## config.mk

```make
export PLATFORM = sky130hd
export DESIGN_NAME = position_keyed_exit_table
export DESIGN_NICKNAME = d
export VERILOG_FILES = /design/src/hdl/pket_pkg.sv /design/src/hdl/pket_store.sv /design/src/hdl/position_keyed_exit_table.sv
export SDC_FILE = /design/constraint.sdc
export NUM_CORES = 2
export LEC_CHECK = 0
export ABC_AREA = 0
export BUFFER_PORTS_ARGS = -buffer_cell sky130_fd_sc_hd__buf_4
export CORE_MARGIN = 2
export CORE_UTILIZATION = 30
export DETAILED_ROUTE_END_ITERATION = 6
export GPL_TIMING_DRIVEN = 0
export PLACE_DENSITY = 0.42
export SLEW_MARGIN = 20
export SYNTH_ARGS = -nofsm -noshare
export SYNTH_HDL_FRONTEND = slang
export SYNTH_SLANG_ARGS = --single-unit
```

## constraint.sdc

```tcl
create_clock -name clk -period 8.2 [get_ports clk]
set_input_delay 1.64 -clock clk [delete_from_list [all_inputs] [get_ports clk]]
set_output_delay 1.64 -clock clk [all_outputs]
set_load 0.1 [all_outputs]
```

## src/hdl/pket_pkg.sv

```systemverilog
// ----------------------------------------------------------------------------
// pket_pkg
// Types and constants shared by the position keyed exit table.
// ----------------------------------------------------------------------------
package pket_pkg;

	localparam int COORD_BITS = 12;
	localparam int EXIT_BITS  = 16;

	localparam logic [1:0] ACT_ADD    = 2'd0;
	localparam logic [1:0] ACT_DELETE = 2'd1;
	localparam logic [1:0] ACT_LOOKUP = 2'd2;

	localparam logic STATUS_DONE = 1'b0;
	localparam logic STATUS_FULL = 1'b1;

	typedef struct packed {
		logic [1:0]            action;
		logic [COORD_BITS-1:0] pos_x;
		logic [COORD_BITS-1:0] pos_y;
		logic [EXIT_BITS-1:0]  exit_in;
	} req_item_t;

	typedef struct packed {
		logic                 found;
		logic [EXIT_BITS-1:0] exit_out;
		logic                 status;
	} rsp_item_t;

	typedef struct packed {
		logic                  valid;
		logic [COORD_BITS-1:0] x;
		logic [COORD_BITS-1:0] y;
		logic [EXIT_BITS-1:0]  exit_idx;
	} entry_t;

endpackage

```

## src/hdl/pket_store.sv

```systemverilog
// ----------------------------------------------------------------------------
// pket_store
// Entry memory: one write port, one read port with registered read data.
// ----------------------------------------------------------------------------
module pket_store #(
	parameter int DEPTH = 64
) (
	input  logic                           clk,
	input  logic                           wr_en,
	input  logic [$clog2(DEPTH)-1:0]       wr_addr,
	input  pket_pkg::entry_t               wr_data,
	input  logic [$clog2(DEPTH)-1:0]       rd_addr,
	output pket_pkg::entry_t               rd_data
);
	import pket_pkg::*;

	entry_t mem [DEPTH];
	entry_t rd_data_s1;

	always_ff @(posedge clk) begin
		if (wr_en) begin
			mem[wr_addr] <= wr_data;
		end
	end

	always_ff @(posedge clk) begin
		rd_data_s1 <= mem[rd_addr];
	end

	assign rd_data = rd_data_s1;

endmodule

```

## src/hdl/position_keyed_exit_table.sv

```systemverilog
// ----------------------------------------------------------------------------
// position_keyed_exit_table
// Associative table of exit indexes keyed by cell position (x, y).
//
// A request item carries an action (add or update, delete, lookup), a key
// position and an exit index. Each request gives exactly one response item:
// found (key was present before the action), exit_out (stored index on a
// lookup hit, else 0) and status (add dropped because the table is full).
// Both channels use valid/ready; one request is in work at a time.
// Every request scans all TABLE_DEPTH entries of the entry memory, one read
// per cycle through its single read port; the response is registered after
// the scan, a wait state and the commit state, and no new request is taken
// before then. A delete clears matching entries during the scan; an add
// writes its entry in the final cycle.
// After reset a clearing pass over the whole memory marks every entry free;
// req_ready stays low meanwhile. The response sits in an output register: a
// stalled receiver holds the block in its final cycle, while the next request
// may already be taken once the previous one has reached that register.
// ----------------------------------------------------------------------------
module position_keyed_exit_table #(
	parameter int TABLE_DEPTH = 64
) (
	input  logic                clk,
	input  logic                arst_n,
	input  logic                req_valid,
	output logic                req_ready,
	input  pket_pkg::req_item_t req,
	output logic                rsp_valid,
	input  logic                rsp_ready,
	output pket_pkg::rsp_item_t rsp
);
	import pket_pkg::*;

	localparam int IDX_W = $clog2(TABLE_DEPTH);
	localparam logic [IDX_W-1:0] LAST_IDX = IDX_W'(TABLE_DEPTH - 1);

	typedef enum logic [4:0] {
		ST_CLEAR  = 5'b00001,
		ST_IDLE   = 5'b00010,
		ST_SCAN   = 5'b00100,
		ST_WAIT   = 5'b01000,
		ST_COMMIT = 5'b10000
	} state_t;

	state_t             state_q;
	logic [IDX_W-1:0]   idx_q;
	req_item_t          req_q;
	logic               rd_vld_s1;
	logic [IDX_W-1:0]   rd_idx_s1;
	logic               hit_q;
	logic [IDX_W-1:0]   hit_idx_q;
	logic [EXIT_BITS-1:0] hit_exit_q;
	logic               free_q;
	logic [IDX_W-1:0]   free_idx_q;
	logic               rsp_valid_q;
	rsp_item_t          rsp_q;

	logic               wr_en;
	logic [IDX_W-1:0]   wr_addr;
	entry_t             wr_data;
	entry_t             rd_data;
	logic               match;
	logic               req_fire;
	logic               commit_fire;
	rsp_item_t          result;

	pket_store #(
		.DEPTH(TABLE_DEPTH)
	) u_store (
		.clk    (clk),
		.wr_en  (wr_en),
		.wr_addr(wr_addr),
		.wr_data(wr_data),
		.rd_addr(idx_q),
		.rd_data(rd_data)
	);

	assign req_ready   = (state_q == ST_IDLE);
	assign req_fire    = req_valid && req_ready;
	assign commit_fire = (state_q == ST_COMMIT) && (!rsp_valid_q || rsp_ready);
	assign match       = rd_vld_s1 && rd_data.valid &&
	                     (rd_data.x == req_q.pos_x) && (rd_data.y == req_q.pos_y);

	always_comb begin
		result = '0;
		case (req_q.action)
			ACT_ADD: begin
				result.found  = hit_q;
				result.status = (!hit_q && !free_q) ? STATUS_FULL : STATUS_DONE;
			end
			ACT_DELETE: begin
				result.found = hit_q;
			end
			ACT_LOOKUP: begin
				result.found    = hit_q;
				result.exit_out = hit_q ? hit_exit_q : '0;
			end
			default: begin
				result = '0;
			end
		endcase
	end

	always_comb begin
		wr_en   = 1'b0;
		wr_addr = rd_idx_s1;
		wr_data = '0;
		if (state_q == ST_CLEAR) begin
			wr_en   = 1'b1;
			wr_addr = idx_q;
		end else if (match && (req_q.action == ACT_DELETE)) begin
			wr_en   = 1'b1;
			wr_addr = rd_idx_s1;
		end else if (commit_fire && (req_q.action == ACT_ADD) && (hit_q || free_q)) begin
			wr_en            = 1'b1;
			wr_addr          = hit_q ? hit_idx_q : free_idx_q;
			wr_data.valid    = 1'b1;
			wr_data.x        = req_q.pos_x;
			wr_data.y        = req_q.pos_y;
			wr_data.exit_idx = req_q.exit_in;
		end
	end

	always_ff @(posedge clk or negedge arst_n) begin
		if (!arst_n) begin
			state_q   <= ST_CLEAR;
			idx_q     <= '0;
			rd_vld_s1 <= 1'b0;
			hit_q     <= 1'b0;
			free_q    <= 1'b0;
		end else begin
			rd_vld_s1 <= (state_q == ST_SCAN);
			case (state_q)
				ST_CLEAR: begin
					idx_q <= idx_q + IDX_W'(1);
					if (idx_q == LAST_IDX) begin
						idx_q   <= '0;
						state_q <= ST_IDLE;
					end
				end
				ST_IDLE: begin
					if (req_fire) begin
						idx_q   <= '0;
						hit_q   <= 1'b0;
						free_q  <= 1'b0;
						state_q <= ST_SCAN;
					end
				end
				ST_SCAN: begin
					idx_q <= idx_q + IDX_W'(1);
					if (idx_q == LAST_IDX) begin
						idx_q   <= '0;
						state_q <= ST_WAIT;
					end
				end
				ST_WAIT: begin
					state_q <= ST_COMMIT;
				end
				ST_COMMIT: begin
					if (commit_fire) begin
						state_q <= ST_IDLE;
					end
				end
				default: begin
					state_q <= ST_IDLE;
				end
			endcase
			if (match && !hit_q) begin
				hit_q <= 1'b1;
			end
			if (rd_vld_s1 && !rd_data.valid && !free_q) begin
				free_q <= 1'b1;
			end
		end
	end

	always_ff @(posedge clk) begin
		rd_idx_s1 <= idx_q;
		if (req_fire) begin
			req_q <= req;
		end
		if (match && !hit_q) begin
			hit_idx_q  <= rd_idx_s1;
			hit_exit_q <= rd_data.exit_idx;
		end
		if (rd_vld_s1 && !rd_data.valid && !free_q) begin
			free_idx_q <= rd_idx_s1;
		end
		if (commit_fire) begin
			rsp_q <= result;
		end
	end

	always_ff @(posedge clk or negedge arst_n) begin
		if (!arst_n) begin
			rsp_valid_q <= 1'b0;
		end else if (commit_fire) begin
			rsp_valid_q <= 1'b1;
		end else if (rsp_ready) begin
			rsp_valid_q <= 1'b0;
		end
	end

	assign rsp_valid = rsp_valid_q;
	assign rsp       = rsp_q;

endmodule

```

## After elaboration in Yosys (flattened, before gate mapping)

Memories as Yosys holds them, arrays and structs flattened. A register that Yosys moved wholly into a read port is not among the register bits.
Cells that the tools add are included.

- $add $sub $neg: 1
- Equal/unequal tests: 14
- Mux-type cells: 27
- Reductions and logical operators: 32

Operators by type and width:

| operator | count |
|---|---|
| two-way mux 41 bit | 3 |
| two-way mux 6 bit | 6 |
| one-hot mux 5 bit (5 select lines) | 1 |
| equality test 12 bit | 2 |
| two-way mux 5 bit | 4 |
| logical AND 1 bit | 12 |
| two-way mux 1 bit | 12 |
| one-hot mux 6 bit (2 select lines) | 1 |
| nonzero test 2 bit | 6 |
| AND reduction 2 bit | 4 |
| adder 6 x 1 -> 6 bit (second input constant) | 1 |
| equality test 6 bit (second input constant) | 1 |
| inequality test 2 x 1 -> 1 bit (second input constant) | 3 |
| equality test 5 x 1 -> 1 bit (second input constant) | 1 |
| equality test 5 x 2 -> 1 bit (second input constant) | 1 |
| equality test 5 x 3 -> 1 bit (second input constant) | 1 |
| equality test 5 x 4 -> 1 bit (second input constant) | 1 |
| equality test 5 bit (second input constant) | 1 |
| zero test 1 bit | 4 |
| AND reduction 4 bit | 1 |
| OR reduction 3 bit | 1 |
| equality test 2 x 1 -> 1 bit (second input constant) | 1 |
| equality test 2 bit (second input constant) | 1 |
| zero test 2 bit | 1 |
| 3 further kinds | 4 |

- Register bits after elaboration: 109
- Bits in writable memories: 2624
- Output and inout bits: 20
- Logic and storage cells: 92
- Memories: 1

Memory list:

| memory | depth | width | read ports | clocked after memory_dff | wr ports | RTL line | RTL |
|---|---|---|---|---|---|---|---|
| u_store.mem | 64 | 41 | 1 | 1 | 1 | pket_store.sv:17 | `entry_t mem [DEPTH];` |

## Longest topological paths before layout

- Word-level depth: 10
- Mapped depth: 11

## By module

A second synthesis with hierarchy kept.

- Cells, all modules: 4544
- Area, all modules: 104556.5 um2

Modules (own cells, without submodules):

| module | instances | cells each | area each (um2) |
|---|---|---|---|
| pket_store | 1 | 4226 | 100108.5 |
| position_keyed_exit_table | 1 | 318 | 4448.0 |

## Worst setup path before layout

No wires, ideal clock.

- Path kind: input-to-reg
- Start: input port rsp_ready
- End: memory u_store.mem[13][0] (netlist name) (enable)
- Library setup time: 0.567 ns
- Data arrival time: 7.669 ns
- Data required time: 7.633 ns
- Path slack: -0.036 ns
- Stages: 7
- Buffers on the path: 1
- Cell sequence: nand2b_1 > nand3_2 > nor2_1 > buf_2 > o311ai_0 > nand2_1 > a2111oi_1

- Word-level cells in the longest chain between the ends: 9
- Elaborated cells between the ends (all ways): 12
- Those cells by class: 8 x mux; 4 x reduce/logical

RTL lines:

| element | RTL line | RTL |
|---|---|---|
| start: declaration | position_keyed_exit_table.sv:29 | `input logic rsp_ready,` |
| logical OR 1 bit (*) | position_keyed_exit_table.sv:80 | `assign commit_fire = (state_q == ST_COMMIT) && (!rsp_valid_q \|\| rsp_ready);` |
| logical AND 1 bit (*) | position_keyed_exit_table.sv:80 |  |
| logical AND 1 bit (*) (2 in series) | position_keyed_exit_table.sv:114 | `end else if (commit_fire && (req_q.action == ACT_ADD) && (hit_q \|\| free_q)) begin` |
| two-way mux 1 bit | position_keyed_exit_table.sv:114 |  |
| two-way mux 1 bit | position_keyed_exit_table.sv:111 | `end else if (match && (req_q.action == ACT_DELETE)) begin` |
| two-way mux 1 bit | position_keyed_exit_table.sv:108 | `if (state_q == ST_CLEAR) begin` |
| two-way mux 1 bit | pket_store.sv:21 | `if (wr_en) begin` |
| two-way mux 1 bit (implied by the code) | pket_store.sv:22 | `mem[wr_addr] <= wr_data;` |
| end: declaration | pket_store.sv:17 |  |

Every way passes the cells marked *; elsewhere a longest branch is shown, timed or not.

## Worst setup path after layout

- Start: register idx_q[2]
- End: memory u_store.mem[13][18] (netlist name) (enable)

- Word-level cells in the longest chain between the ends: 1

RTL lines:

| element | RTL line | RTL |
|---|---|---|
| start: declaration | position_keyed_exit_table.sv:46 | `logic [IDX_W-1:0] idx_q;` |
| start signal: assignment | position_keyed_exit_table.sv:135 | `idx_q <= idx_q + IDX_W'(1);` |
| start signal: assignment | position_keyed_exit_table.sv:150 | `idx_q <= idx_q + IDX_W'(1);` |
| two-way mux 6 bit | position_keyed_exit_table.sv:108 |  |

No other way between the ends.

==> results.py <==
metrics = {
    "critical_path": {
        "critical_path.max_fanout": 10,
        "slowest_delay_ns": 0.95,
        "critPathLaunchType": "register",
        "timing.rr.end": "u_store.mem[13][18]$_DFFE_PP_",
        "setup.worst_path.end_class": "register",
        "r2r_start": "idx_q[2]$_DFFE_PN0P_",
        "cpMostUsedCell": "buf_2",
        "cp_top_family": "buffers and inverters",
        "path_buf_inv": 12,
        "cp_data_arrival_time_ns": 6.50,
        "worst-path-stages": 14,
        "crit_required_ns": 8.80,
        "worst-r2r-setup-slack_ns": 2.30,
        "crit_type": "register to register",
        "path_cells": "buf_2, buf_2, buf_2, buf_12, buf_2, nand3_1, a2111oi_2, buf_2, buf_2, buf_2, buf_2, buf_2, buf_2, buf_2",
        "r2r_cells": 14,
        "slowest_stage": "a2111oi_2",
    },
    "synth": {
        "synthTopCellsByArea": "edfxtp_1 77%, mux4_2 15%, mux2i_1 0.96%",
        "syn_inst": 4594,
        "synth_fp_nets": 4641,
        "synth_seq_cells": 2774,
        "synth_fa_ha_area_frac": 0.000119,
        "synth_area_sq_mm": 0.106,
        "ys_types": 74,
        "synth_top_family_by_area": "multiplexers",
        "synth-simple-area-share": 0.0175,
        "synth_xor_area_frac": 0.00241,
        "ys.flop_type": "edfxtp_1",
        "ys_seq_area_frac": 0.784,
        "synth-edff-count": 2712,
        "synthMuxAreaShare": 0.160,
        "synthArstFlopShare": 0.00541,
        "yosys_warnings": 0,
        "synth_compound_area_frac": 0.0236,
        "yosysTopAreaCell": "edfxtp_1",
        "syn_area_per_cell_sq_um": 23.0,
        "synth_top_area_share": 0.772,
    },
    "cts": {
        "post_cts_resize_count": 0,
        "cts_inserted_buffers": 311,
        "cts-root-buf": "clkbuf_16",
        "path_clk_slew_ns": 0.06,
        "clk_latency_ns": 0.93,
        "cts_tree": "yes",
        "cts.htree.levels": 5,
        "cts_max_path_buffers": 4,
        "cts_setup_buffers": 0,
        "cts_sinks": 2774,
        "ctsHoldBuffers": 0,
    },
    "cells_and_area": {
        "mostFrequentLayoutCells": "2712 x edfxtp_1, 695 x mux4_2, 409 x buf_4, 314 x clkbuf_16, 216 x buf_2",
        "finalNetCount": 5619,
        "final_common_cell": "edfxtp_1",
        "layout-drive-gt1-share": 0.363,
        "nFillCells": 31954,
        "area_growth_pct": 21.5,
        "finalNonFillerCells": 10437,
    },
    "sta": {
        "worst_slack_ns": 2.30,
        "final.min_clock_period_ns": 5.90,
        "tightest_slew_ns": 1.36,
        "setup-tns-final_ns": 0,
        "fin_crit_sh": 0.719,
        "slew_viol_final": 0,
        "rsz0062_at_grt": "false",
        "hold_violations": 0,
        "fmax_ghz": 0.170,
        "holdWs_ns": 0.353,
        "setup_violations": 0,
        "max_slew_margin": 0.0873,
        "skew_ns": 0.0441,
    },
    "routing": {
        "drt.antenna.violating_nets": 0,
        "drt-wirelength-per-cell_um": 38.1,
        "routed_wl_um": 398000,
        "routed_via_density": 5.38,
        "vias": 56149,
        "drt_iter0_drc": 7787,
        "drc": 0,
        "drt_first_pass_iters": 7,
    },
    "placement": {
        "dp_worst_setup_slack_ns": 1.78,
        "place.gp.congestion": 0.882,
        "dp.cells": 9857,
        "port_buffers": 65,
        "dpl.hpwl_um": 292000,
    },
    "global_route": {
        "overflow": 0,
        "track_usage": 0.221,
        "grt_pass1_vias": 55942,
        "grt_max_degree": 74,
        "antenna_found_initial": 43,
        "grt_pass1_wl_um": 525000,
    },
    "die": {
        "die_x_um": 597,
        "rows": 217,
        "initial_utilization": 0.302,
        "ios": 66,
        "core_region_area_sq_mm": 0.350,
        "fp.dieArea_sq_mm": 0.357,
        "die_y_um": 597,
    },
    "hold_path": {
        "worstHoldPathType": "register to register",
        "worstHoldStart": "idx_q[5]$_DFFE_PN0P_",
        "hold_end": "rd_idx_s1[5]$_DFF_P_",
        "hold_path_depth": 0,
    },
    "pwr": {
        "power-per-cell-area_mw_per_mm2": 255,
        "ir_drop_uv": 150,
        "p_leak_uw": 0.0341,
    },
    "status": {
        "status": "completed",
    },
    "job": {
        "cap_violations": 0,
    },
}
-- layout make-up --
type | count | area (sq um) | share of cell area
sequential | 2774 | 82800 | 0.645
multi-input combinational | 1551 | 22100 | 0.173
clock buffer | 391 | 8180 | 0.0638
timing repair buffer | 665 | 6470 | 0.0504
tap | 4599 | 5750 | 0.0449
clock inverter | 179 | 1510 | 0.0118
buffer | 253 | 1340 | 0.0104
inverter | 16 | 62.6 | 0.000488
antenna | 9 | 22.5 | 0.000176
-- where the power goes --
group / switching (uW) / total [uW] / internal [uW]
Combinational: 2520 / 3680 / 1160
Clock: 5880 / 13500 / 7600
Sequential: 104 / 15500 / 15400
-- cells in the mapped netlist, drive strengths merged, types with 12 or more instances --
library cell and count:
a21oi 49, edfxtp 2712, and2 24, a22o 23, o21ai 43, a221o 12
nor4 21, nand3 31, and3 41, a22oi 72, nor2 75, mux2 17
a211oi 15, dfxtp 47, o22ai 46, clkbuf 94, mux4 695, mux2i 101
buf 159, nand2 66, dfrtp 14, xnor2 18, nor3 62, o211ai 15
inv 15
-- state kept, by name, indices dropped and copies added (netlist names), 5 cells and up --
register,count
req_q,42
free_idx_q,6
rd_idx_s1,6
idx_q,6
hit_idx_q,6
u_store.rd_data,41
state_q,5
rsp,18
u_store.mem,2624
hit_exit_q,16
-- per-stage QoR --
stage,util,area [sq um],power (uW)
final,0.367,128000,32700
after global routing,0.367,128000,33600
after CTS,0.366,128000,33000
after detailed placement,0.339,118000,19600
after global placement,0.320,112000,19500
after floorplan,-,106000,17800
-- per-layer routing --
metal | global-route usage | up-vias | part of all wire
met2 | 0.350 | 2805 | 0.47
li1 | - | 21729 | -
met5 | 0 | - | 0.00015
met4 | 0.0898 | 10 | 0.046
met1 | 0.295 | 30939 | 0.41
met3 | 0.0464 | 666 | 0.082
-- cells by family after synthesis --
kind of cell,Yosys count
simple gates,360
flops,2774
buf+inv,269
compound gates,348
mux,813
fa+ha+maj,1
xor+xnor,29
-- worst max path at each step --
stage / startpoint / endpoint
global placement: rsp_ready / u_store.mem[5][18]$_DFFE_PP_
detailed placement: rsp_ready / u_store.mem[13][33]$_DFFE_PP_
floorplan: rsp_ready / u_store.mem[13][0]$_DFFE_PP_
finish: idx_q[2]$_DFFE_PN0P_ / u_store.mem[13][18]$_DFFE_PP_
global route: idx_q[2]$_DFFE_PN0P_ / u_store.mem[13][18]$_DFFE_PP_
CTS: idx_q[2]$_DFFE_PN0P_ / u_store.mem[13][18]$_DFFE_PP_
Power figures use the tool's default switching activity.
